[src/rtl/sdss_ram.sv]
module sdss_ram #(
  parameter int Width = 8,
  parameter int Depth = 16
) (
  input  logic                     clk_i,
  input  logic                     we_i,
  input  logic [$clog2(Depth)-1:0] waddr_i,
  input  logic [Width-1:0]         wdata_i,
  input  logic [$clog2(Depth)-1:0] raddr_i,
  output logic [Width-1:0]         rdata_o
);
  logic [Width-1:0] mem_q [Depth];

  always_ff @(posedge clk_i) begin
    if (we_i) mem_q[waddr_i] <= wdata_i;
    rdata_o <= mem_q[raddr_i];
  end
endmodule

[config.mk]
export PLATFORM = sky130hd
export DESIGN_NAME = sdss_ram
export DESIGN_NICKNAME = d
export VERILOG_FILES = /design/src/rtl/sdss_ram.sv
export SDC_FILE = /design/constraint.sdc
export NUM_CORES = 1
export LEC_CHECK = 0
export ABC_AREA = 1
export BUFFER_PORTS_ARGS = -buffer_cell sky130_fd_sc_hd__buf_2
export CORE_MARGIN = 3
export CORE_UTILIZATION = 37
export CTS_CLUSTER_SIZE = 28
export DETAILED_ROUTE_END_ITERATION = 10
export GPL_TIMING_DRIVEN = 0
export PLACE_DENSITY = 0.64
export SYNTH_ARGS = -nofsm -noshare
export SYNTH_HDL_FRONTEND = slang
export SYNTH_SLANG_ARGS = --single-unit
[constraint.sdc]
create_clock -name clk_i -period 1 [get_ports clk_i]
set_input_delay 0.05 -clock clk_i [delete_from_list [all_inputs] [get_ports clk_i]]
set_output_delay 0.05 -clock clk_i [all_outputs]
set_load 0.02 [all_outputs]
Word-level counts from Yosys, hierarchy flattened

Memory sizes are Yosys's and may differ from the RTL's. A register that Yosys moved wholly into a read port is not among the register bits.
Cells that the tools add are included.

Multiplexer cells: 2

Operator list:

| cell             | count |
|---|---|
| 2-to-1 mux 1 bit | 2 |

Logic and storage cells: 3
Output and inout bits: 8
Input port bits: 18
Bits in registers: 0
Memories kept: 1
RAM bits: 128

Memories:

| name  | depth | bits a word | rd ports | clocked after memory_dff | wr ports | RTL line | RTL |
|---|---|---|---|---|---|---|---|
| mem_q | 16    | 8           | 1        | 1                        | 1        | 12       | `logic [Width-1:0] mem_q [Depth];` |

Longest topological paths before layout

Depth after elaboration: 2
Depth in mapped cells: 8
Gate-level depth less buffers: 7

Worst setup path after synthesis

Ideal clock, no wire load.

Kind: input-to-reg
From: in waddr_i[3]
To: mem mem_q[4][0], enable pin
Required time: 630 ps
Slack: -1 ps
Buffers on the path: 0
Arrival time: 631 ps
Stages on the path: 2
Cell sequence: nand3b_1 nor2_1

RTL lines:

| element     | RTL line | RTL |
|---|---|---|
| from (decl) | 7        | `input logic [$clog2(Depth)-1:0] waddr_i,` |
| to (decl)   | 12       |  |

No word-level cell before the write port.

Worst setup path in the final report

From: in waddr_i[2]
To: mem mem_q[11][2], enable pin

No word-level cell before the write port.

==> results_dict.tcl <==
set metrics [dict create \
    outcome "complete, but fails checks" \
    violations "setup timing" \
    io_pins 26 \
    grt_pass1_wl_um 21010 \
    drive_gt1_share_pct 21.65 \
    synth-simple-area-share_pct 21.05 \
    cts_buffers 17 \
    areaGrowthSynthToFinish_pct 19.96 \
    vias_per_cell 4.929 \
    drt_iter0_drc 411 \
    max_stage_delay_ps 630 \
    synth_top_cell_by_area "edfxtp_1" \
    yosysSeqAreaShare_pct 69.43 \
    synth_top_family_by_area "simple AND/OR/NAND/NOR gates" \
    antenna_cells 0 \
    core_area_um2 15200 \
    dp_cells 761 \
    powerDensity_nw_per_um2 1926 \
    rsz0062_at_grt "yes" \
    vias 3909 \
    drv_cap 0 \
    critPathCaptureType "register" \
    synthTopCellsByArea "edfxtp_1, nand2_1, nand3_1, inv_1, dfxtp_1" \
    path_clk_slew_ps 60 \
    ys_warn_count 0 \
    hp-class "in2reg" \
    fin_nets 610 \
    timing.rr.end "rdata_o[0]$_DFF_P_" \
    track_usage_pct 16.88 \
    path_class "in2reg" \
    synth_cells 551 \
    cts_root_buffer "clkbuf_16" \
    finalCritPeriodShare_pct 104.5 \
    grt_max_degree 17 \
    fmax_mhz 956.6 \
    totalPowerFinal_mw 13.33 \
    drv_slew 0 \
    syn_area_um2 5767 \
    cp_max_fo 8 \
    hold_violations 0 \
    tritoncts "yes" \
    grt_overflow 0 \
    reg2reg_depth 6 \
    internal_power_mw 10.11 \
    synth_xor_area_share_pct 0 \
    die_x_um 130.8 \
    cp-endpoint "mem_q[11][2]$_DFFE_PP_" \
    max_slew_margin_pct 51.24 \
    finalSetupTns_ps -579.2 \
    layout_common_cells "nand2_1, edfxtp_1, inv_1" \
    port_buffers 22 \
    h-tree-depth 4 \
    die_area_um2 17120 \
    layout.cells.non_filler 793 \
    initial_core_util_pct 37.93 \
    final.min_clock_period_ps 1045 \
    synth_compound_area_share_pct 0 \
    antenna_left 0 \
    grt_pass1_vias 3741 \
    setup_ws_ps -45.42 \
    place_ws_ps -586.3 \
    n_fill_cell 1375 \
    p_leak_nw 2.941 \
    antenna_found_initial 0 \
    routed_wl_um 13760 \
    numClockSinks 136 \
    dpl.hpwl_um 8988 \
    cp.arrival_ps 1100 \
    clock_skew_ps 8.227 \
    routabilityCongestion 0.9014 \
    syn_avg_cell_area_um2 10.47 \
    reg2reg_slack_ps 20 \
    tightest_slew_ps 728.8 \
    cp-start-kind "input port" \
    drc_errors 0 \
    p_seq_share_pct 48.1 \
    rows 45 \
    synthDistinctLibCells 12 \
    switchingPower_mw 3.219 \
    crit_chain "buf_2, nand3b_1, nor2_1" \
    clock_latency_ps 420 \
    ys_seq_elements 136 \
    yosysTopAreaCellShare_pct 66.65 \
    cp-startpoint "waddr_i[2]" \
    clockBufferDepth 2 \
    final_common_cell "nand2_1" \
    cp.required_ps 1050 \
    setup_viol 16 \
    power_frac_comb_pct 7.1 \
    synthAdderAreaFrac_pct 0 \
    p_clk_share_pct 44.8 \
    vdd_ir_drop_max_v 0.001281 \
    routedWlPerCell_um 17.35 \
    cp_slowest_cell "nor2_1" \
    drtPass1Iterations 6 \
    die_y_um 130.8 \
    syn_nets 569 \
    synth.area.mux_share_pct 0 \
    utilization_pct 45.51 \
    swShare_pct 24.16 \
    reg2reg_from "mem_q[4][0]$_DFFE_PP_" \
    ctsHoldBuffers 0 \
]
## layout make-up
class                      count  area, µm²  share of cell area (%)
sequential                   136       4004                   57.88
clock buffer                  17      425.4                   6.149
buffer                        24      166.4                   2.406
inverter                     102      382.9                   5.534
timing repair buffer          22      110.1                   1.592
tap                          188      235.2                   3.400
multi-input combinational    289       1451                   20.98
clock inverter                15      142.6                   2.062
## layer usage
metal | up-vias | track usage (%) | routed length, µm
met2 | 169 | 26.18 | 6356
met3 | 34 | 2.683 | 1077
met4 | 0 | 9.074 | 563
li1 | 1857 | - | -
met1 | 1849 | 22.90 | 5758
met5 | - | 0 | 0
## power groups by stage
stage          sequential [mW]  combinational, mW  clock, mW
3_5_place_dp              6.53              0.852          0
3_3_place_gp              6.52              0.838          0
2_1_floorplan             6.57              0.450          0
4_1_cts                   6.41              0.868       6.00
5_1_grt                   6.41               1.04       6.26
6_report                  6.40              0.951       5.97
## synth_stat cells
cell type / n
nand2_1: 173
edfxtp_1: 128
inv_1: 100
nand3_1: 97
nor2_1: 17
buf_2: 13
dfxtp_1: 8
buf_6: 6
buf_4: 4
inv_2: 2
nand3b_1: 2
buf_1: 1
## worst max-delay path, delay by kind of cell
family	cells	cell delay, ps
AND/OR/NAND/NOR	2	920
buffers and inverters	1	120
## worst min-delay path by stage
stage | startpoint | to | slack, ps | cells after the start
floorplan | wdata_i[0] | mem_q[0][0]$_DFFE_PP_ | 150 | 0
global placement | rdata_o[7]$_DFF_P_ | rdata_o[7] | 470 | 1
detailed placement | rdata_o[0]$_DFF_P_ | rdata_o[0] | 470 | 1
global route | wdata_i[4] | mem_q[14][4]$_DFFE_PP_ | 50 | 1
CTS | wdata_i[4] | mem_q[14][4]$_DFFE_PP_ | 40 | 1
finish | wdata_i[2] | mem_q[2][2]$_DFFE_PP_ | 50 | 1
## metrics by stage
| step | hold slack (ps) | cell area [µm²] |
|---|---|---|
| CTS | 39.72 | 6708 |
| floorplan | 148.9 | 5767 |
| global placement | 468.2 | 6112 |
| detailed placement | 469.7 | 6112 |
| finish | 45.92 | 6918 |
| global route | 45.63 | 6918 |
## flip-flops by register name, summed over array words and instances, names as in the netlist
register  flops
mem_q       128
rdata_o       8
## cells by family (layout without fill, tap and decap cells)
family                 after synthesis  count (layout)
flip-flops                         136             136
buffers and inverters              126             180
AND/OR/NAND/NOR                    289             289
## what timing repair did
| action | CTS | global route |
|---|---|---|
| pin swaps | 0 | 15 |
| setup endpoints to repair | 66 | 72 |
| gates cloned | 0 | 0 |
| buffers inserted | 0 | 0 |
| resized for setup | 9 | 49 |
No activity file was read; power rests on OpenSTA's default activity.
