`src/rtl/sdss_pkg.sv`:
```
package sdss_pkg;

  localparam int MaxSegments = 256;
  localparam int SegIdxW     = $clog2(MaxSegments);
  localparam int SegCntW     = $clog2(MaxSegments + 1);
  localparam int CoordInW    = 7;
  localparam int CoordW      = 12;
  localparam int PosW        = 10;
  localparam int CostW       = 27;
  localparam int StepW       = 6;
  localparam int PassW       = 8;
  localparam int CfgIdxW     = 1;
  localparam int CfgDataW    = 8;
  localparam int CoordMax    = 100;
  localparam int Scale       = 10;
  localparam int D2W         = 22;
  localparam int RadW        = D2W + 16;
  localparam int RootW       = RadW / 2;
  localparam int SumW        = CostW + SegIdxW + 2;
  localparam logic [CostW-1:0] CostMax = '1;

  localparam logic [CfgIdxW-1:0] CfgStartStep = 1'b0;
  localparam logic [CfgIdxW-1:0] CfgPasses    = 1'b1;

  typedef struct packed {
    logic            vertical;
    logic [PosW-1:0] ax;
    logic [PosW-1:0] ay;
    logic [PosW-1:0] bx;
    logic [PosW-1:0] by;
  } seg_t;

  localparam int SegW = $bits(seg_t);

  typedef enum logic [3:0] {
    ST_IDLE, ST_INIT, ST_RD, ST_SEL, ST_SQ, ST_ROOT, ST_ACC, ST_EVAL, ST_NEXT, ST_OUT
  } state_e;

  function automatic logic [PosW-1:0] load_coord(input logic [CoordInW-1:0] v);
    logic [CoordInW-1:0] c;
    c = (v > CoordInW'(CoordMax)) ? CoordInW'(CoordMax) : v;
    return PosW'(c) * PosW'(Scale);
  endfunction

endpackage

```
`src/rtl/sdss_sqrt.sv`:
```
module sdss_sqrt (
  input  logic clk_i,
  input  logic rst_ni,
  input  logic start_i,
  input  logic [sdss_pkg::RadW-1:0] rad_i,
  output logic done_o,
  output logic [sdss_pkg::RootW-1:0] root_o
);
  import sdss_pkg::*;

  localparam int CntW = $clog2(RootW + 1);

  logic [RadW-1:0]  rad_q, rad_d;
  logic [RootW+1:0] rem_q, rem_d;
  logic [RootW-1:0] root_q, root_d;
  logic [CntW-1:0]  cnt_q, cnt_d;
  logic             busy_q, busy_d;
  logic [RootW+1:0] trial;

  // one result bit per cycle, restoring
  always_comb begin
    rad_d  = rad_q;
    rem_d  = rem_q;
    root_d = root_q;
    cnt_d  = cnt_q;
    busy_d = busy_q;
    trial  = '0;
    if (start_i) begin
      rad_d  = rad_i;
      rem_d  = '0;
      root_d = '0;
      cnt_d  = CntW'(RootW);
      busy_d = 1'b1;
    end else if (busy_q) begin
      rem_d = {rem_q[RootW-1:0], rad_q[RadW-1 -: 2]};
      rad_d = {rad_q[RadW-3:0], 2'b00};
      trial = {root_q, 2'b01};
      if (rem_d >= trial) begin
        rem_d  = rem_d - trial;
        root_d = {root_q[RootW-2:0], 1'b1};
      end else begin
        root_d = {root_q[RootW-2:0], 1'b0};
      end
      cnt_d = cnt_q - 1'b1;
      if (cnt_q == CntW'(1)) busy_d = 1'b0;
    end
  end

  always_ff @(posedge clk_i or negedge rst_ni) begin
    if (!rst_ni) begin
      busy_q <= 1'b0;
      cnt_q  <= '0;
    end else begin
      busy_q <= busy_d;
      cnt_q  <= cnt_d;
    end
  end

  always_ff @(posedge clk_i) begin
    rad_q  <= rad_d;
    rem_q  <= rem_d;
    root_q <= root_d;
  end

  assign done_o = busy_q && (cnt_q == CntW'(1));
  assign root_o = root_d;
endmodule

```
`config.mk`:
```
export PLATFORM = sky130hd
export DESIGN_NAME = sdss_sqrt
export DESIGN_NICKNAME = d
export VERILOG_FILES = /design/src/rtl/sdss_pkg.sv /design/src/rtl/sdss_sqrt.sv
export SDC_FILE = /design/constraint.sdc
export NUM_CORES = 1
export LEC_CHECK = 0
export BUFFER_PORTS_ARGS = -buffer_cell sky130_fd_sc_hd__buf_2
export CORE_MARGIN = 5
export CORE_UTILIZATION = 54
export CTS_BUF_LIST = sky130_fd_sc_hd__clkbuf_4 sky130_fd_sc_hd__clkbuf_8
export CTS_CLUSTER_DIAMETER = 100
export DETAILED_ROUTE_END_ITERATION = 8
export HOLD_SLACK_MARGIN = 0.08
export PLACE_DENSITY_LB_ADDON = 0.08
export SYNTH_ARGS = -nofsm -noshare
export SYNTH_HDL_FRONTEND = slang
export SYNTH_SLANG_ARGS = --single-unit
export TNS_END_PERCENT = 1
```
`constraint.sdc`:
```
create_clock -name clk_i -period 3.3 [get_ports clk_i]
set_input_delay 0.495 -clock clk_i [delete_from_list [all_inputs] [get_ports clk_i]]
set_output_delay 0.495 -clock clk_i [all_outputs]
set_load 0.01 [all_outputs]
```
---- Word level (Yosys, flattened, before mapping) ----
Index checks and enable logic that the tools add are counted.
operators by class
  add/subtract/negate cells ............... 2
  order comparisons ....................... 1
  reductions and logical operators ........ 2
  multiplexer cells ....................... 11
  eq/ne operators ......................... 1
operators with widths
  cell                                               number
  2-to-1 mux 38 bit                                  2
  2-to-1 mux 19 bit                                  3
  >= comparator 21 bit                               1
  subtractor 19 bit                                  1
  2-to-1 mux 5 bit                                   2
  == test 5 x 1 -> 1 bit (second input constant)     1
  subtractor 5 x 1 -> 5 bit (second input constant)  1
  2-to-1 mux 1 bit                                   4
  nonzero test 2 bit                                 1
  logical AND 1 bit                                  1
word-level totals
  register bits ........................... 82

---- Depth between registers and ports, before layout ----
  word-level depth ........................ 4
  gate-level depth with buffers ........... 11
  gate-level depth less buffers ........... 9

---- Worst setup path after synthesis ----
OpenSTA, ideal clock, no wires.
  path type ............................... register to output
  from .................................... register root_q[12]
  to ...................................... output port root_o[0] (netlist name)
  arrival time ............................ 2.123 ns
  path slack .............................. 0.682 ns
  stages on the path, launching flop included .. 11
  cell sequence ........................... dfxtp_1 -> inv_1 -> ha_1 -> and3_4 -> nand2_1 -> a221o_1 -> a31o_1 -> a31o_1 -> buf_6 -> or2_4 -> o21ai_0
on the way
  longest elaborated chain between the ends .. 4
ends and longest elaborated chain
  element                 line             RTL
  from (decl)             sdss_sqrt.sv:15  logic [RootW-1:0] root_q, root_d;
  from (signal assigned)  sdss_sqrt.sv:62  root_q <= root_d;
  >= comparator 21 bit    sdss_sqrt.sv:38  if (rem_d >= trial) begin
  2-to-1 mux 1 bit        sdss_sqrt.sv:38
  2-to-1 mux 19 bit       sdss_sqrt.sv:34  end else if (busy_q) begin
  2-to-1 mux 19 bit       sdss_sqrt.sv:28  if (start_i) begin
  to (decl)               sdss_sqrt.sv:7   output logic [sdss_pkg::RootW-1:0] root_o
Every way passes these cells.

---- Worst setup path in the final report ----
  from .................................... register root_q[1]
  to ...................................... output port root_o[0] (netlist name)
The elaborated chain is that of the path after synthesis.

==> impl_results.md <==
- Status: finished, final reports clean
- CP max-delay cell: dfxtp_1
- Largest net degree at the start of global routing: 39
- Max Cap Violations: 0
- Via/cell ratio: 5.60
- Min-Delay Path Depth: 2
- Initial antenna violation count: 0
- Initial drt markers: 282
- DRC viols: 0
- H-tree depth: 3
- Max FO, Critical Path: 5
- P per Cell Area: 767 nW/um^2
- Top cell type's share of synthesized area: 0.260
- Post-route minimum period: 3150 ps
- Clock buffer depth: 2
- Min Hold Slack: 430 ps
- Nets: 531
- Full die area: 10000 um^2
- Final antenna diode count: 0
- Sink Count: 82
- Synth cell count leaders: 38 x dfxtp_1, 38 x edfxtp_1, 37 x mux2_2
- Port Buffer Count: 60
- Core area: 7810 um^2
- TritonCTS clock tree: yes
- Worst EP required: 2800 ps
- Routed Antenna Nets: 0
- Avg WL per Cell: 16.7 um
- Fmax: 318 MHz
- Period utilisation layout: 0.954
- Final WL: 9600 um
- Clk root buf: clkbuf_8
- Net Count, Synth: 466
- Hold Crit Start: rad_i[0]
- Cell Chain, Critical Path: inv_1 -> ha_4 -> o211ai_1 -> o21ai_2 -> o2111ai_2 -> a31o_1 -> a31o_1 -> or2_4 -> o21ai_0 -> buf_2
- Worst-path clk slew: 90 ps
- Initial Util: 0.561
- Worst r2r dst: rem_q[7]$_SDFFE_PP0P_
- Top post-synthesis cells by area: edfxtp_1 26%, dfxtp_1 17%, mux2_2 9.5%, ha_1 6.6%, mux2i_1 5.7%
- Die Span Y: 100 um
- First-pass GRT wire length: 15800 um
- Number of global-route vias before repair: 3263
- Remaining Overflow, GRT: 0
- Worst slew margin: 0.424
- Worst vdd ir: 409 uV
- Setup WS pre-CTS: 518 ps
- Final setup fails: 0
- Reg2reg setup slack: 800 ps
- Layout fillers: 649
- Syn. warnings: 0
- Netlist cell types: 49
- Overall Power: 3.90 mW
- Final worst-path setup slack: 152 ps
- Worst Skew: 11.9 ps
- Crit. End Element: primary output
- Top_reg_cell synth: edfxtp_1
- Syn Std Cell Area: 4380 um^2
- Register area share after synthesis: 0.468
- Leading area contributor after synthesis: edfxtp_1
- Final Hold Vio Count: 0
- Total Neg Setup Slack: 0 ps
- Crit Path Class: reg -> out
- EDFF count, synth: 38
- Yosys reg bits: 82
- Area occupied by multi-input gates: 2210 um^2
- Most common cell type on the critical path: a31o_1
- Leak pwr: 2.22 nW
- Routability cong.: 0.882
- Via Count: 3212
- Half-perimeter wire length after placement: 6810 um
- Share of cells above drive strength 1: 0.301
- Min-delay worst type: in -> reg
- Site Rows: 32
- Reg area: 2050 um^2
- Skew-Pair Late Insertion Delay: 350 ps
- Top Ports: 61
- Post-Syn Area per Cell: 10.9 um^2
- Layout area overhead: 16.0%
- Synth Instances: 402
- Global Route Usage Sum: 0.197
- FF-to-FF path depth: 9
- Die width: 100 um
- Asr flop ratio synth: 0.0732
- CP peak stage delay: 370 ps
- Hold Crit Endpoint: rad_q[0]$_SDFFCE_PN0P_
- FF-to-FF Start: rem_q[0]$_SDFFE_PP0P_
- CTS Buf Count: 9
- Fin util: 0.651
- WP data arrival: 2650 ps
- Slew Viols, Final: 0
- Startpoint Class: register
- DR pass1 iterations: 4
- Actual slew at the worst max-slew pin: 864 ps
==> timing repair <==
action / in CTS / in global routing
resized for setup: 0 / 9
hold buffers: 1 / 0
endpoints found under the hold margin: 6 / 0
endpoints found under the setup margin: 0 / 1
setup buffers: 0 / 1
==> flip-flops by register name, indices dropped and copies added (netlist names) <==
name    flops
rad_q      38
rem_q      19
root_q     19
cnt_q       5
busy_q      1
==> layout make-up <==
class,instances,share of cell area
timing repair buffer,71,0.0758
tap,102,0.0251
sequential,82,0.404
clock buffer,10,0.0258
multi-input combinational,274,0.435
inverter,29,0.0214
clock inverter,6,0.0133
==> per-layer routing <==
metal | wire, um | vias to the layer above | GRT usage | part of all wire
li1 | - | 1597 | - | -
met1 | 4320 | 1503 | 0.276 | 0.45
met2 | 4470 | 102 | 0.306 | 0.47
met3 | 704 | 10 | 0.0521 | 0.073
met4 | 99 | 0 | 0.0497 | 0.010
met5 | 0 | - | 0 | 0
==> placed cells by master (no fill, tap or decap), types with 2 or more instances in the layout <==
cell       n
dfrtp_1    6
and2_1     2
o31ai_1    4
a31oi_1    4
ha_4       6
o311ai_2   4
a211oi_1   4
nand3_1    7
mux2_2    37
nor2_1    33
a31o_1     2
ha_1      14
nand2_1   22
mux2i_1   25
a32oi_1    7
o21ai_0   16
edfxtp_1  38
o21ai_1    6
o21a_1     2
buf_4     10
a21oi_1   16
xnor2_1   14
a21o_1     7
inv_1     29
xor2_1     5
ha_2       3
clkbuf_8   9
buf_2     60
o31a_1     2
nor3_1     2
nand4_1    2
dfxtp_1   38
nand2b_1   8
o211ai_1   2
nor4_1     3
==> worst max path at each step <==
stage / from / endpoint / slack, ps / depth (start not counted)
final: root_q[1]$_DFF_P_ / root_o[0] / 150 / 10
after global routing: root_q[14]$_DFF_P_ / root_o[0] / -5 / 10
after CTS: root_q[1]$_DFF_P_ / root_o[0] / 120 / 10
after detailed placement: root_q[1]$_DFF_P_ / root_o[0] / 520 / 10
after global placement: root_q[12]$_DFF_P_ / root_o[0] / 590 / 10
after floorplan: root_q[12]$_DFF_P_ / root_o[0] / 680 / 10
==> cells by family (layout without fill, tap and decap cells) <==
group                      after synthesis  count (layout)  synth area share
AOI/OAI and AO/OA                       86              86             0.140
and+or+nand+nor                         84              84            0.0891
buffers and inverters                   46             116            0.0463
xor gates and xnor gates                19              19            0.0380
muxes                                   62              62             0.152
adders and majority gates               23              23            0.0657
DFF                                     82              82             0.468
==> through the flow <==
step / cell area (um^2) / instances
2_1_floorplan: 4380 / 402
3_3_place_gp: 4780 / 556
3_5_place_dp: 4780 / 556
4_1_cts: 4990 / 573
5_1_grt: 5080 / 574
6_report: 5080 / 574
==> worst max-delay path, delay by kind of cell, from the launching register on <==
kind                       cells  cell delay, ps
adders and majority gates      1             300
buffers and inverters          2             280
DFF                            1             370
AOI/OAI and AO/OA              6            1090
and+or+nand+nor                1             260
==> where the power goes <==
part	internal, mW	total (mW)	switching [mW]
Combinational	0.850	1.82	0.971
Sequential	1.22	1.33	0.112
Clock	0.362	0.750	0.388
(Power assumes the default switching activity.)
